## src/rtl/cces_pkg.sv

```systemverilog
// ============================================================================
// cces_pkg: shared types and constants of the carbon compartment Euler step
// Holds number formats, operation codes, register and pool indexes, and the
// command bundle that the controller sends to the datapath.
// ============================================================================
package cces_pkg;

    // Number formats.
    localparam int FRACTION_BITS = 24;
    localparam int COEF_W        = 32;
    localparam int WIDE_W        = 64;
    localparam int POOL_W        = 48;
    localparam int TOTAL_W       = 51;
    localparam int COUNT_W       = 32;
    localparam int CFG_W         = 64;

    // Sequencing.
    localparam int NUM_POOLS = 7;
    localparam int NUM_OPS   = 20;
    localparam int CNT_W     = 6;
    localparam int RUN_LAST  = 2 * NUM_OPS + 1;

    typedef logic [4:0] op_t;
    typedef logic [2:0] pool_idx_t;
    typedef logic [2:0] cfg_idx_t;

    // Multiply operations, in the order the controller issues them.
    localparam op_t OP_FLOW_LEAF   = 5'd0;
    localparam op_t OP_FLOW_BRANCH = 5'd1;
    localparam op_t OP_FLOW_STEM   = 5'd2;
    localparam op_t OP_FLOW_ROOT   = 5'd3;
    localparam op_t OP_FLOW_LITTER = 5'd4;
    localparam op_t OP_FLOW_HUMUS  = 5'd5;
    localparam op_t OP_FLOW_COAL   = 5'd6;
    localparam op_t OP_IN_LEAF     = 5'd7;
    localparam op_t OP_IN_BRANCH   = 5'd8;
    localparam op_t OP_IN_STEM     = 5'd9;
    localparam op_t OP_IN_ROOT     = 5'd10;
    localparam op_t OP_HUMIFY      = 5'd11;
    localparam op_t OP_CARBONIZE   = 5'd12;
    localparam op_t OP_UPD_LEAF    = 5'd13;
    localparam op_t OP_UPD_BRANCH  = 5'd14;
    localparam op_t OP_UPD_STEM    = 5'd15;
    localparam op_t OP_UPD_ROOT    = 5'd16;
    localparam op_t OP_UPD_LITTER  = 5'd17;
    localparam op_t OP_UPD_HUMUS   = 5'd18;
    localparam op_t OP_UPD_COAL    = 5'd19;

    // Configuration register indexes.
    localparam cfg_idx_t REG_PROD_STEP    = 3'd0;
    localparam cfg_idx_t REG_SHARE_LB     = 3'd1;
    localparam cfg_idx_t REG_SHARE_SR     = 3'd2;
    localparam cfg_idx_t REG_RELEASE_LB   = 3'd3;
    localparam cfg_idx_t REG_RELEASE_SR   = 3'd4;
    localparam cfg_idx_t REG_RELEASE_SOIL = 3'd5;
    localparam cfg_idx_t REG_COAL_HUMIFY  = 3'd6;
    localparam cfg_idx_t REG_CARBONIZE    = 3'd7;

    // Pool indexes used by the summing pass.
    localparam pool_idx_t POOL_LEAF   = 3'd0;
    localparam pool_idx_t POOL_BRANCH = 3'd1;
    localparam pool_idx_t POOL_STEM   = 3'd2;
    localparam pool_idx_t POOL_ROOT   = 3'd3;
    localparam pool_idx_t POOL_LITTER = 3'd4;
    localparam pool_idx_t POOL_HUMUS  = 3'd5;
    localparam pool_idx_t POOL_COAL   = 3'd6;

    // Command bundle from controller to datapath.
    typedef struct packed {
        logic      clear;
        logic      step_inc;
        logic      mul_en;
        logic      mul_hi;
        op_t       mul_op;
        logic      acc_add;
        logic      wb_en;
        op_t       wb_op;
        logic      sum_en;
        logic      sum_first;
        pool_idx_t sum_idx;
        logic      out_load;
    } dp_cmd_t;

endpackage

```

## src/rtl/cces_ctrl.sv

```systemverilog
// ============================================================================
// cces_ctrl: sequencer of the carbon compartment Euler step
// Accepts one input transfer at a time and steps the datapath through the
// twenty scaled products (none on a clear), the pool sum and the output load.
// ============================================================================
module cces_ctrl import cces_pkg::*; (
    input  logic    clk,
    input  logic    rst_n,
    input  logic    in_valid,
    output logic    in_stall,
    input  logic    clear_pools,
    output logic    out_valid,
    input  logic    out_stall,
    output dp_cmd_t cmd
);

    localparam logic [1:0] ST_IDLE = 2'd0;
    localparam logic [1:0] ST_RUN  = 2'd1;
    localparam logic [1:0] ST_SUM  = 2'd2;
    localparam logic [1:0] ST_HOLD = 2'd3;

    logic [1:0]       state_reg, state_next;
    logic [CNT_W-1:0] cnt_reg, cnt_next;
    logic             out_valid_reg, out_valid_next;

    // Next state and datapath commands.
    always_comb
    begin
        state_next = state_reg;
        cnt_next   = cnt_reg;
        cmd        = '0;
        case (state_reg)
            ST_IDLE:
            begin
                if (in_valid)
                begin
                    cnt_next = '0;
                    if (clear_pools)
                    begin
                        cmd.clear  = 1'b1;
                        state_next = ST_SUM;
                    end
                    else
                    begin
                        cmd.step_inc = 1'b1;
                        state_next   = ST_RUN;
                    end
                end
            end
            ST_RUN:
            begin
                // Each product is issued as its low half, then its high half; it is then
                // accumulated and written back, overlapping the next one.
                cmd.mul_en  = (cnt_reg < CNT_W'(2 * NUM_OPS));
                cmd.mul_hi  = cnt_reg[0];
                cmd.mul_op  = cnt_reg[CNT_W-1:1];
                cmd.acc_add = !cnt_reg[0] && (cnt_reg >= CNT_W'(2))
                              && (cnt_reg <= CNT_W'(2 * NUM_OPS));
                cmd.wb_en   = cnt_reg[0] && (cnt_reg >= CNT_W'(3));
                cmd.wb_op   = cnt_reg[CNT_W-1:1] - 1'b1;
                if (cnt_reg == CNT_W'(RUN_LAST))
                begin
                    cnt_next   = '0;
                    state_next = ST_SUM;
                end
                else
                begin
                    cnt_next = cnt_reg + 1'b1;
                end
            end
            ST_SUM:
            begin
                cmd.sum_en    = 1'b1;
                cmd.sum_first = (cnt_reg == '0);
                cmd.sum_idx   = cnt_reg[2:0];
                if (cnt_reg == CNT_W'(NUM_POOLS - 1))
                    state_next = ST_HOLD;
                else
                    cnt_next = cnt_reg + 1'b1;
            end
            ST_HOLD:
            begin
                if (!out_valid_reg || !out_stall)
                begin
                    cmd.out_load = 1'b1;
                    state_next   = ST_IDLE;
                end
            end
            default:
            begin
                state_next = ST_IDLE;
            end
        endcase
    end

    // Output valid: set on load, dropped when the record is taken.
    always_comb
    begin
        out_valid_next = out_valid_reg;
        if (cmd.out_load)
            out_valid_next = 1'b1;
        else if (!out_stall)
            out_valid_next = 1'b0;
    end

    always_ff @(posedge clk or negedge rst_n)
    begin
        if (!rst_n)
        begin
            state_reg     <= ST_IDLE;
            cnt_reg       <= '0;
            out_valid_reg <= 1'b0;
        end
        else
        begin
            state_reg     <= state_next;
            cnt_reg       <= cnt_next;
            out_valid_reg <= out_valid_next;
        end
    end

    assign in_stall  = (state_reg != ST_IDLE);
    assign out_valid = out_valid_reg;

    // A new record never overwrites one that is still waiting.
    a_load_free: assert property (@(posedge clk) disable iff (!rst_n)
        cmd.out_load |-> !(out_valid_reg && out_stall))
        else $error("output record overwritten while stalled");

    // Output valid only rises right after a load.
    a_valid_from_load: assert property (@(posedge clk) disable iff (!rst_n)
        $rose(out_valid_reg) |-> $past(cmd.out_load))
        else $error("output valid rose without a load");

    // Write-backs only name operations of the schedule.
    a_wb_range: assert property (@(posedge clk) disable iff (!rst_n)
        cmd.wb_en |-> (cmd.wb_op < op_t'(NUM_OPS)))
        else $error("write-back operation out of range");

    // After an accepted item the block is busy in the next cycle.
    a_busy_after_accept: assert property (@(posedge clk) disable iff (!rst_n)
        (in_valid && !in_stall) |=> in_stall)
        else $error("input accepted back to back");

endmodule

```

## config.mk

```make
export PLATFORM = sky130hd
export DESIGN_NAME = cces_ctrl
export DESIGN_NICKNAME = d
export VERILOG_FILES = /design/src/rtl/cces_pkg.sv /design/src/rtl/cces_ctrl.sv
export SDC_FILE = /design/constraint.sdc
export NUM_CORES = 1
export LEC_CHECK = 0
export ABC_AREA = 1
export BUFFER_PORTS_ARGS = -buffer_cell sky130_fd_sc_hd__buf_2
export CORE_ASPECT_RATIO = 1.2
export CORE_MARGIN = 10
export CORE_UTILIZATION = 40
export CTS_CLUSTER_SIZE = 24
export DETAILED_ROUTE_END_ITERATION = 16
export SLEW_MARGIN = 20
export SYNTH_ARGS = -nofsm -noshare
export SYNTH_HDL_FRONTEND = slang
export SYNTH_SLANG_ARGS = --single-unit
```

## constraint.sdc

```tcl
create_clock -name clk -period 3.2 [get_ports clk]
set_input_delay 0.32 -clock clk [delete_from_list [all_inputs] [get_ports clk]]
set_output_delay 0.32 -clock clk [all_outputs]
set_load 0.02 [all_outputs]
```

==> reports/summary.txt, run 1 <==
Post-DP HPWL: 2.09 mm
Synth Register Bits: 9
hold path depth: 3
hold crit path type: input port to flip-flop
Max-cap violations: 0
CP max-delay cell: ha_1
crit path kind: flip-flop to output pin
Worst setup SP type: flip-flop
P_leak: 0.788 nW
placed insts: 213
Cell Area, Synth: 1060 sq um
Comb power frac: 0.680
Sw Share: 0.549
Clock Skew: 0.000827 ns
Reg2Reg Depth: 6
Worst-Margin Slew: 0.513 ns
final setup margin: 1.12 ns
post-synth top area share: 0.213
post-synthesis cell count: 159
fin util: 0.482
max reg flops: 6
setup tns final: 0 ns
Root Driver: clkbuf_4
Post-synth EDFFs: 0
R2R setup slack: 1.52 ns
Peak VDD IR: 0.356 mV
Mapped Nets: 177
critical path, cell by cell: inv_1 > ha_1 > o21ai_0 > a21oi_1 > buf_2
post-DR wirelength/cell: 11.3 um
initial antenna violation count: 0
main area contributors after synthesis: dfrtp_1 (21%), nand2_1 (17%), ha_1 (15%)
RSZ-0062 raised after global routing: no
Design Area, Final: 1220 sq um
share of layout cells above drive strength 1: 0.243
worst-path fanout max: 16
via count: 1028
H-tree levels: 1
Antenna diodes: 0
Rel. slew slack: 0.658
Initial Util: 0.418
# resized after CTS: 0
CTS max path bufs: 2
CP Data Required Time: 2.88 ns
fin crit period: 2.08 ns
Final Cycle Share: 0.649
CTS Sinks: 9
CP Capture Type: output pin
CORE AREA: 2530 sq um
most common library cells after synthesis: nand2_1 (47), inv_1 (26), nand3_1 (14), ha_1 (13), dfrtp_1 (9)
count leader, synth: nand2_1
final setup violating endpoints: 0
Final Slew Violations: 0
Hold EP: out_valid$_DFFE_PN0P_
Die Y: 76.3 um
Seq pwr share: 0.218
Critical R2R Launch: state_reg[1]$_DFFE_PN0P_
DRC violations left: 0
post-route non-filler standard cell count: 218
final hold vios: 0
clock slew seen by the registers of the worst setup and hold paths: 0.06 ns
Worst path max stage delay: 0.49 ns
CP arrival: 1.76 ns
TritonCTS clock tree: yes
largest net degree at the start of global routing: 17
post-synthesis sequential area ratio: 0.213
DP Area: 1180 sq um
commonest register cell after synthesis: dfrtp_1
Num CTS Buffers: 3
Post-CTS Setup Inserts: 0
yosys warns: 0
Die X: 66.9 um
R2R Path End: cnt_reg[4]$_DFFE_PN0P_
outcome: completed
Synth async-reset ratio: 1.00
pre-CTS WS: 1.38 ns
synthesis-to-finish area growth: 15.3%
unique cell type count in the Yosys netlist: 27
dominant cell type by area after synthesis: dfrtp_1
Sw Pwr: 0.462 mW
Port-buffer cells: 28
Fmax: 0.482 GHz
die area: 5110 sq um
min-delay src: out_stall
GRT Util Overall: 0.0970
vias in the first global route: 949
clk_lat worst skew: 0.26 ns
pwr dens: 689 nW/um^2
gp weighted congestion: 0.787
post-route ant nets: 0
fillers: 282
first-pass GRT wire length: 4.14 mm
syn_area_per_cell: 6.65 sq um
Detailed Route Iter0 Violations: 53
nets@finish: 204
Top Ports: 29
first drt pass iteration count: 4
site row count: 20
Internal Power: 0.379 mW
part of the power in the clock network: 0.102
GR Overflow Total: 0
Via density: 4.72
routed wire length: 2.46 mm
[layout make-up]
type                            count  area (sq um)  area share
Multi-Input combinational cell    114           659       0.541
Inverter                           29           116      0.0955
Timing Repair Buffer               29           150       0.123
Sequential cell                     9           225       0.185
Clock buffer                        4          26.3      0.0216
Tap cell                           33          41.3      0.0339
[timing repair]
action                                  CTS  global route
hold buffers                              1             0
endpoints found under the setup margin    0             0
endpoints found under the hold margin     9             0
[routing by layer]
metal  part of all wire  track usage  up-vias
li1                   -            -      549
met1               0.40        0.103      448
met2               0.50        0.171       31
met3              0.097       0.0397        0
met4                  0       0.0206        0
met5                  0            0        -
[kinds of logic (layout without fill, tap and decap cells)]
| logic type | count (synthesis) | in the layout | synth area share |
|---|---|---|---|
| compound gates | 16 | 16 | 0.0781 |
| xor+xnor | 1 | 1 | 0.00829 |
| fa+ha+maj | 13 | 13 | 0.154 |
| buf+inv | 36 | 62 | 0.163 |
| flops | 9 | 9 | 0.213 |
| simple gates | 84 | 84 | 0.383 |
[power groups by stage]
stage / Combinational [mW] / Sequential [mW] / Clock (mW)
6_report: 0.572 / 0.183 / 0.0854
5_1_grt: 0.652 / 0.190 / 0.0950
4_1_cts: 0.586 / 0.183 / 0.0877
3_5_place_dp: 0.582 / 0.185 / 0
3_3_place_gp: 0.580 / 0.184 / 0
2_1_floorplan: 0.440 / 0.180 / 0
[worst max path at each step]
stage,startpoint,to,slack (ns),cells after the start
global route,state_reg[1]$_DFFE_PN0P_,cmd[8],0.87,5
CTS,state_reg[1]$_DFFE_PN0P_,cmd[9],1.09,5
floorplan,state_reg[1]$_DFFE_PN0P_,cmd[11],1.44,8
detailed placement,state_reg[1]$_DFFE_PN0P_,cmd[9],1.38,5
finish,state_reg[1]$_DFFE_PN0P_,cmd[10],1.12,5
global placement,state_reg[1]$_DFFE_PN0P_,cmd[9],1.43,5
[metrics by stage]
| stage | hold WS [ns] | total power, mW |
|---|---|---|
| after global placement | 0.177 | 0.763 |
| after detailed placement | 0.179 | 0.767 |
| final | 0.300 | 0.840 |
| after CTS | 0.298 | 0.856 |
| after global routing | 0.353 | 0.938 |
| after floorplan | 0.0244 | 0.620 |
[cells in the final DEF, fill, tap and decap left out, types with 3 or more instances in the layout]
cell type / count
a21oi_1: 5
buf_2: 28
clkbuf_4: 3
dfrtp_1: 9
ha_1: 13
inv_1: 26
nand2_1: 47
nand3_1: 14
nor2_1: 7
nor2_2: 3
nor3_1: 3
o21ai_0: 7
o21ai_1: 3
[worst max-delay path: cells and delay by family, from the launching register on]
kind	cells	cell delay (ns)
buf+inv	2	0.30
fa+ha+maj	1	0.49
flops	1	0.42
compound gates	2	0.30
Power figures use the tool's default switching activity.
==> run 2, diff against run 1 <==
==> constraint.sdc (replaced) <==
create_clock -name clk -period 2.15 [get_ports clk]
set_input_delay 0.215 -clock clk [delete_from_list [all_inputs] [get_ports clk]]
set_output_delay 0.215 -clock clk [all_outputs]
set_load 0.02 [all_outputs]
==> run 2 against run 1 <==
  * Sequential power increased by 46%
  * Register-to-register slack got worse by 0.98 ns
  * Die area did not move
  * Largest cell class unchanged
==> reports/summary.txt, run 2 (synthesized netlist as in run 1, its figures left out) <==
largest net degree at the start of global routing: 17
Top Ports: 29
CP Launch Point: cnt_reg[2]$_DFFE_PN0P_
Detailed Route Iter0 Violations: 77
fillers: 274
first drt pass iteration count: 4
pwr dens: 1030 nW/um^2
Via density: 4.75
R2R Path End: cnt_reg[2]$_DFFE_PN0P_
Antenna diodes: 0
Worst-Margin Slew: 0.460 ns
worst-path fanout max: 9
final setup violating endpoints: 0
first-pass GRT wire length: 4.35 mm
Peak VDD IR: 0.556 mV
met3 wire len: 213 um
CP Capture Type: output pin
TritonCTS clock tree: yes
Critical R2R Launch: state_reg[0]$_DFFE_PN0P_
Die Y: 76.3 um
CP max-delay cell: dfrtp_1
routed wire length: 2.47 mm
Post-DP HPWL: 2.12 mm
share of layout cells above drive strength 1: 0.253
Final Cycle Share: 0.863
Worst path max stage delay: 0.60 ns
hold crit path type: input port to flip-flop
GR Overflow Total: 0
commonest non-fill, non-tap cells in the layout: nand2_1 (47), buf_2 (28), inv_1 (26)
RSZ-0062 raised after global routing: no
clk_lat worst skew: 0.26 ns
final hold vios: 0
die area: 5110 sq um
site row count: 20
DRC violations left: 0
GRT Util Overall: 0.101
CP arrival: 1.64 ns
Clock Skew: 0.00457 ns
CTS max path bufs: 2
crit path kind: flip-flop to output pin
outcome: completed
critical path, cell by cell: inv_4 > ha_1 > nand2_1 > o21ai_0 > a21oi_1 > buf_2
setup tns final: 0 ns
commonest non-fill, non-tap cell in the layout: nand2_1
H-tree levels: 1
Root Driver: clkbuf_4
post-DR wirelength/cell: 11.3 um
Max-cap violations: 0
min-delay src: out_stall
vias in the first global route: 999
CTS Sinks: 9
initial antenna violation count: 0
Hold EP: out_valid$_DFFE_PN0P_
CORE AREA: 2530 sq um
synthesis-to-finish area growth: 16.2%
Rel. slew slack: 0.693
clock slew seen by the registers of the worst setup and hold paths: 0.06 ns
fin crit period: 1.85 ns
CP Data Required Time: 1.93 ns
P_leak: 0.792 nW
Initial Util: 0.418
placed insts: 214
Port-buffer cells: 28
total power draw: 1.26 mW
hold path depth: 3
Final Slew Violations: 0
gp weighted congestion: 0.781
Die X: 66.9 um
Worst setup SP type: flip-flop
max reg flops: 6
Num CTS Buffers: 3
via count: 1041
DR top layer: met3
Post-CTS Setup Inserts: 0
R2R setup slack: 0.54 ns
post-route non-filler standard cell count: 219
post-route ant nets: 0
nets@finish: 205
met2 WL post-DR: 1.26 mm
Reg2Reg Depth: 8
Fmax: 0.539 GHz
M1 wire length: 999 um
-- run 2: cell count changes in the layout (fill, tap and decap cells not counted) --
cell	before	now
buf_4	0	1
ha_2	0	1
ha_1	13	12
-- run 2: worst max-delay path: cells and delay by family, from the launching register on --
kind	cells	cell delay, ns
AOI/OAI and AO/OA	2	0.20
adders and majority gates	1	0.22
buffers and inverters	2	0.27
DFF	1	0.60
and+or+nand+nor	1	0.09
-- run 2: final cells by class --
class                           count  area, sq um  share of cell area
Clock buffer                        4         26.3              0.0214
Inverter                           29          116              0.0947
Multi-Input combinational cell    114          662               0.539
Sequential cell                     9          225               0.183
Tap cell                           33         41.3              0.0336
Timing Repair Buffer               30          158               0.128
-- run 2: layer usage --
layer | vias to the layer above | track usage
met3 | 0 | 0.0353
met4 | 0 | 0.0123
met1 | 469 | 0.108
met2 | 24 | 0.184
met5 | - | 0
li1 | 548 | -
-- run 2: stage by stage --
stage / worst slack [ns] / area [sq um] / util / hold slack, ns
2_1_floorplan: 0.492 / 1060 / - / -0.0806
6_report: 0.295 / 1230 / 0.486 / 0.197
5_1_grt: 0.173 / 1230 / 0.486 / 0.228
4_1_cts: 0.143 / 1230 / 0.485 / 0.194
3_5_place_dp: 0.422 / 1190 / 0.471 / 0.0735
3_3_place_gp: 0.489 / 1190 / 0.471 / 0.0717
-- run 2: timing repair --
action	CTS	global route
hold endpoints to repair	9	0
setup endpoints to repair	0	8
hold buffers	1	0
gates resized for setup	0	1
-- run 2: worst max-delay path by stage --
stage / slack, ns / cells after the start / end
floorplan: 0.49 / 8 / cmd[11]
global placement: 0.49 / 5 / cmd[9]
detailed placement: 0.42 / 5 / cmd[8]
CTS: 0.14 / 5 / cmd[8]
global route: 0.17 / 5 / cmd[8]
finish: 0.30 / 6 / cmd[10]
-- run 2: power by group --
group          internal (mW)  switching [mW]
sequential             0.210          0.0571
combinational          0.292           0.576
clock                 0.0712          0.0542
total                  0.573           0.688
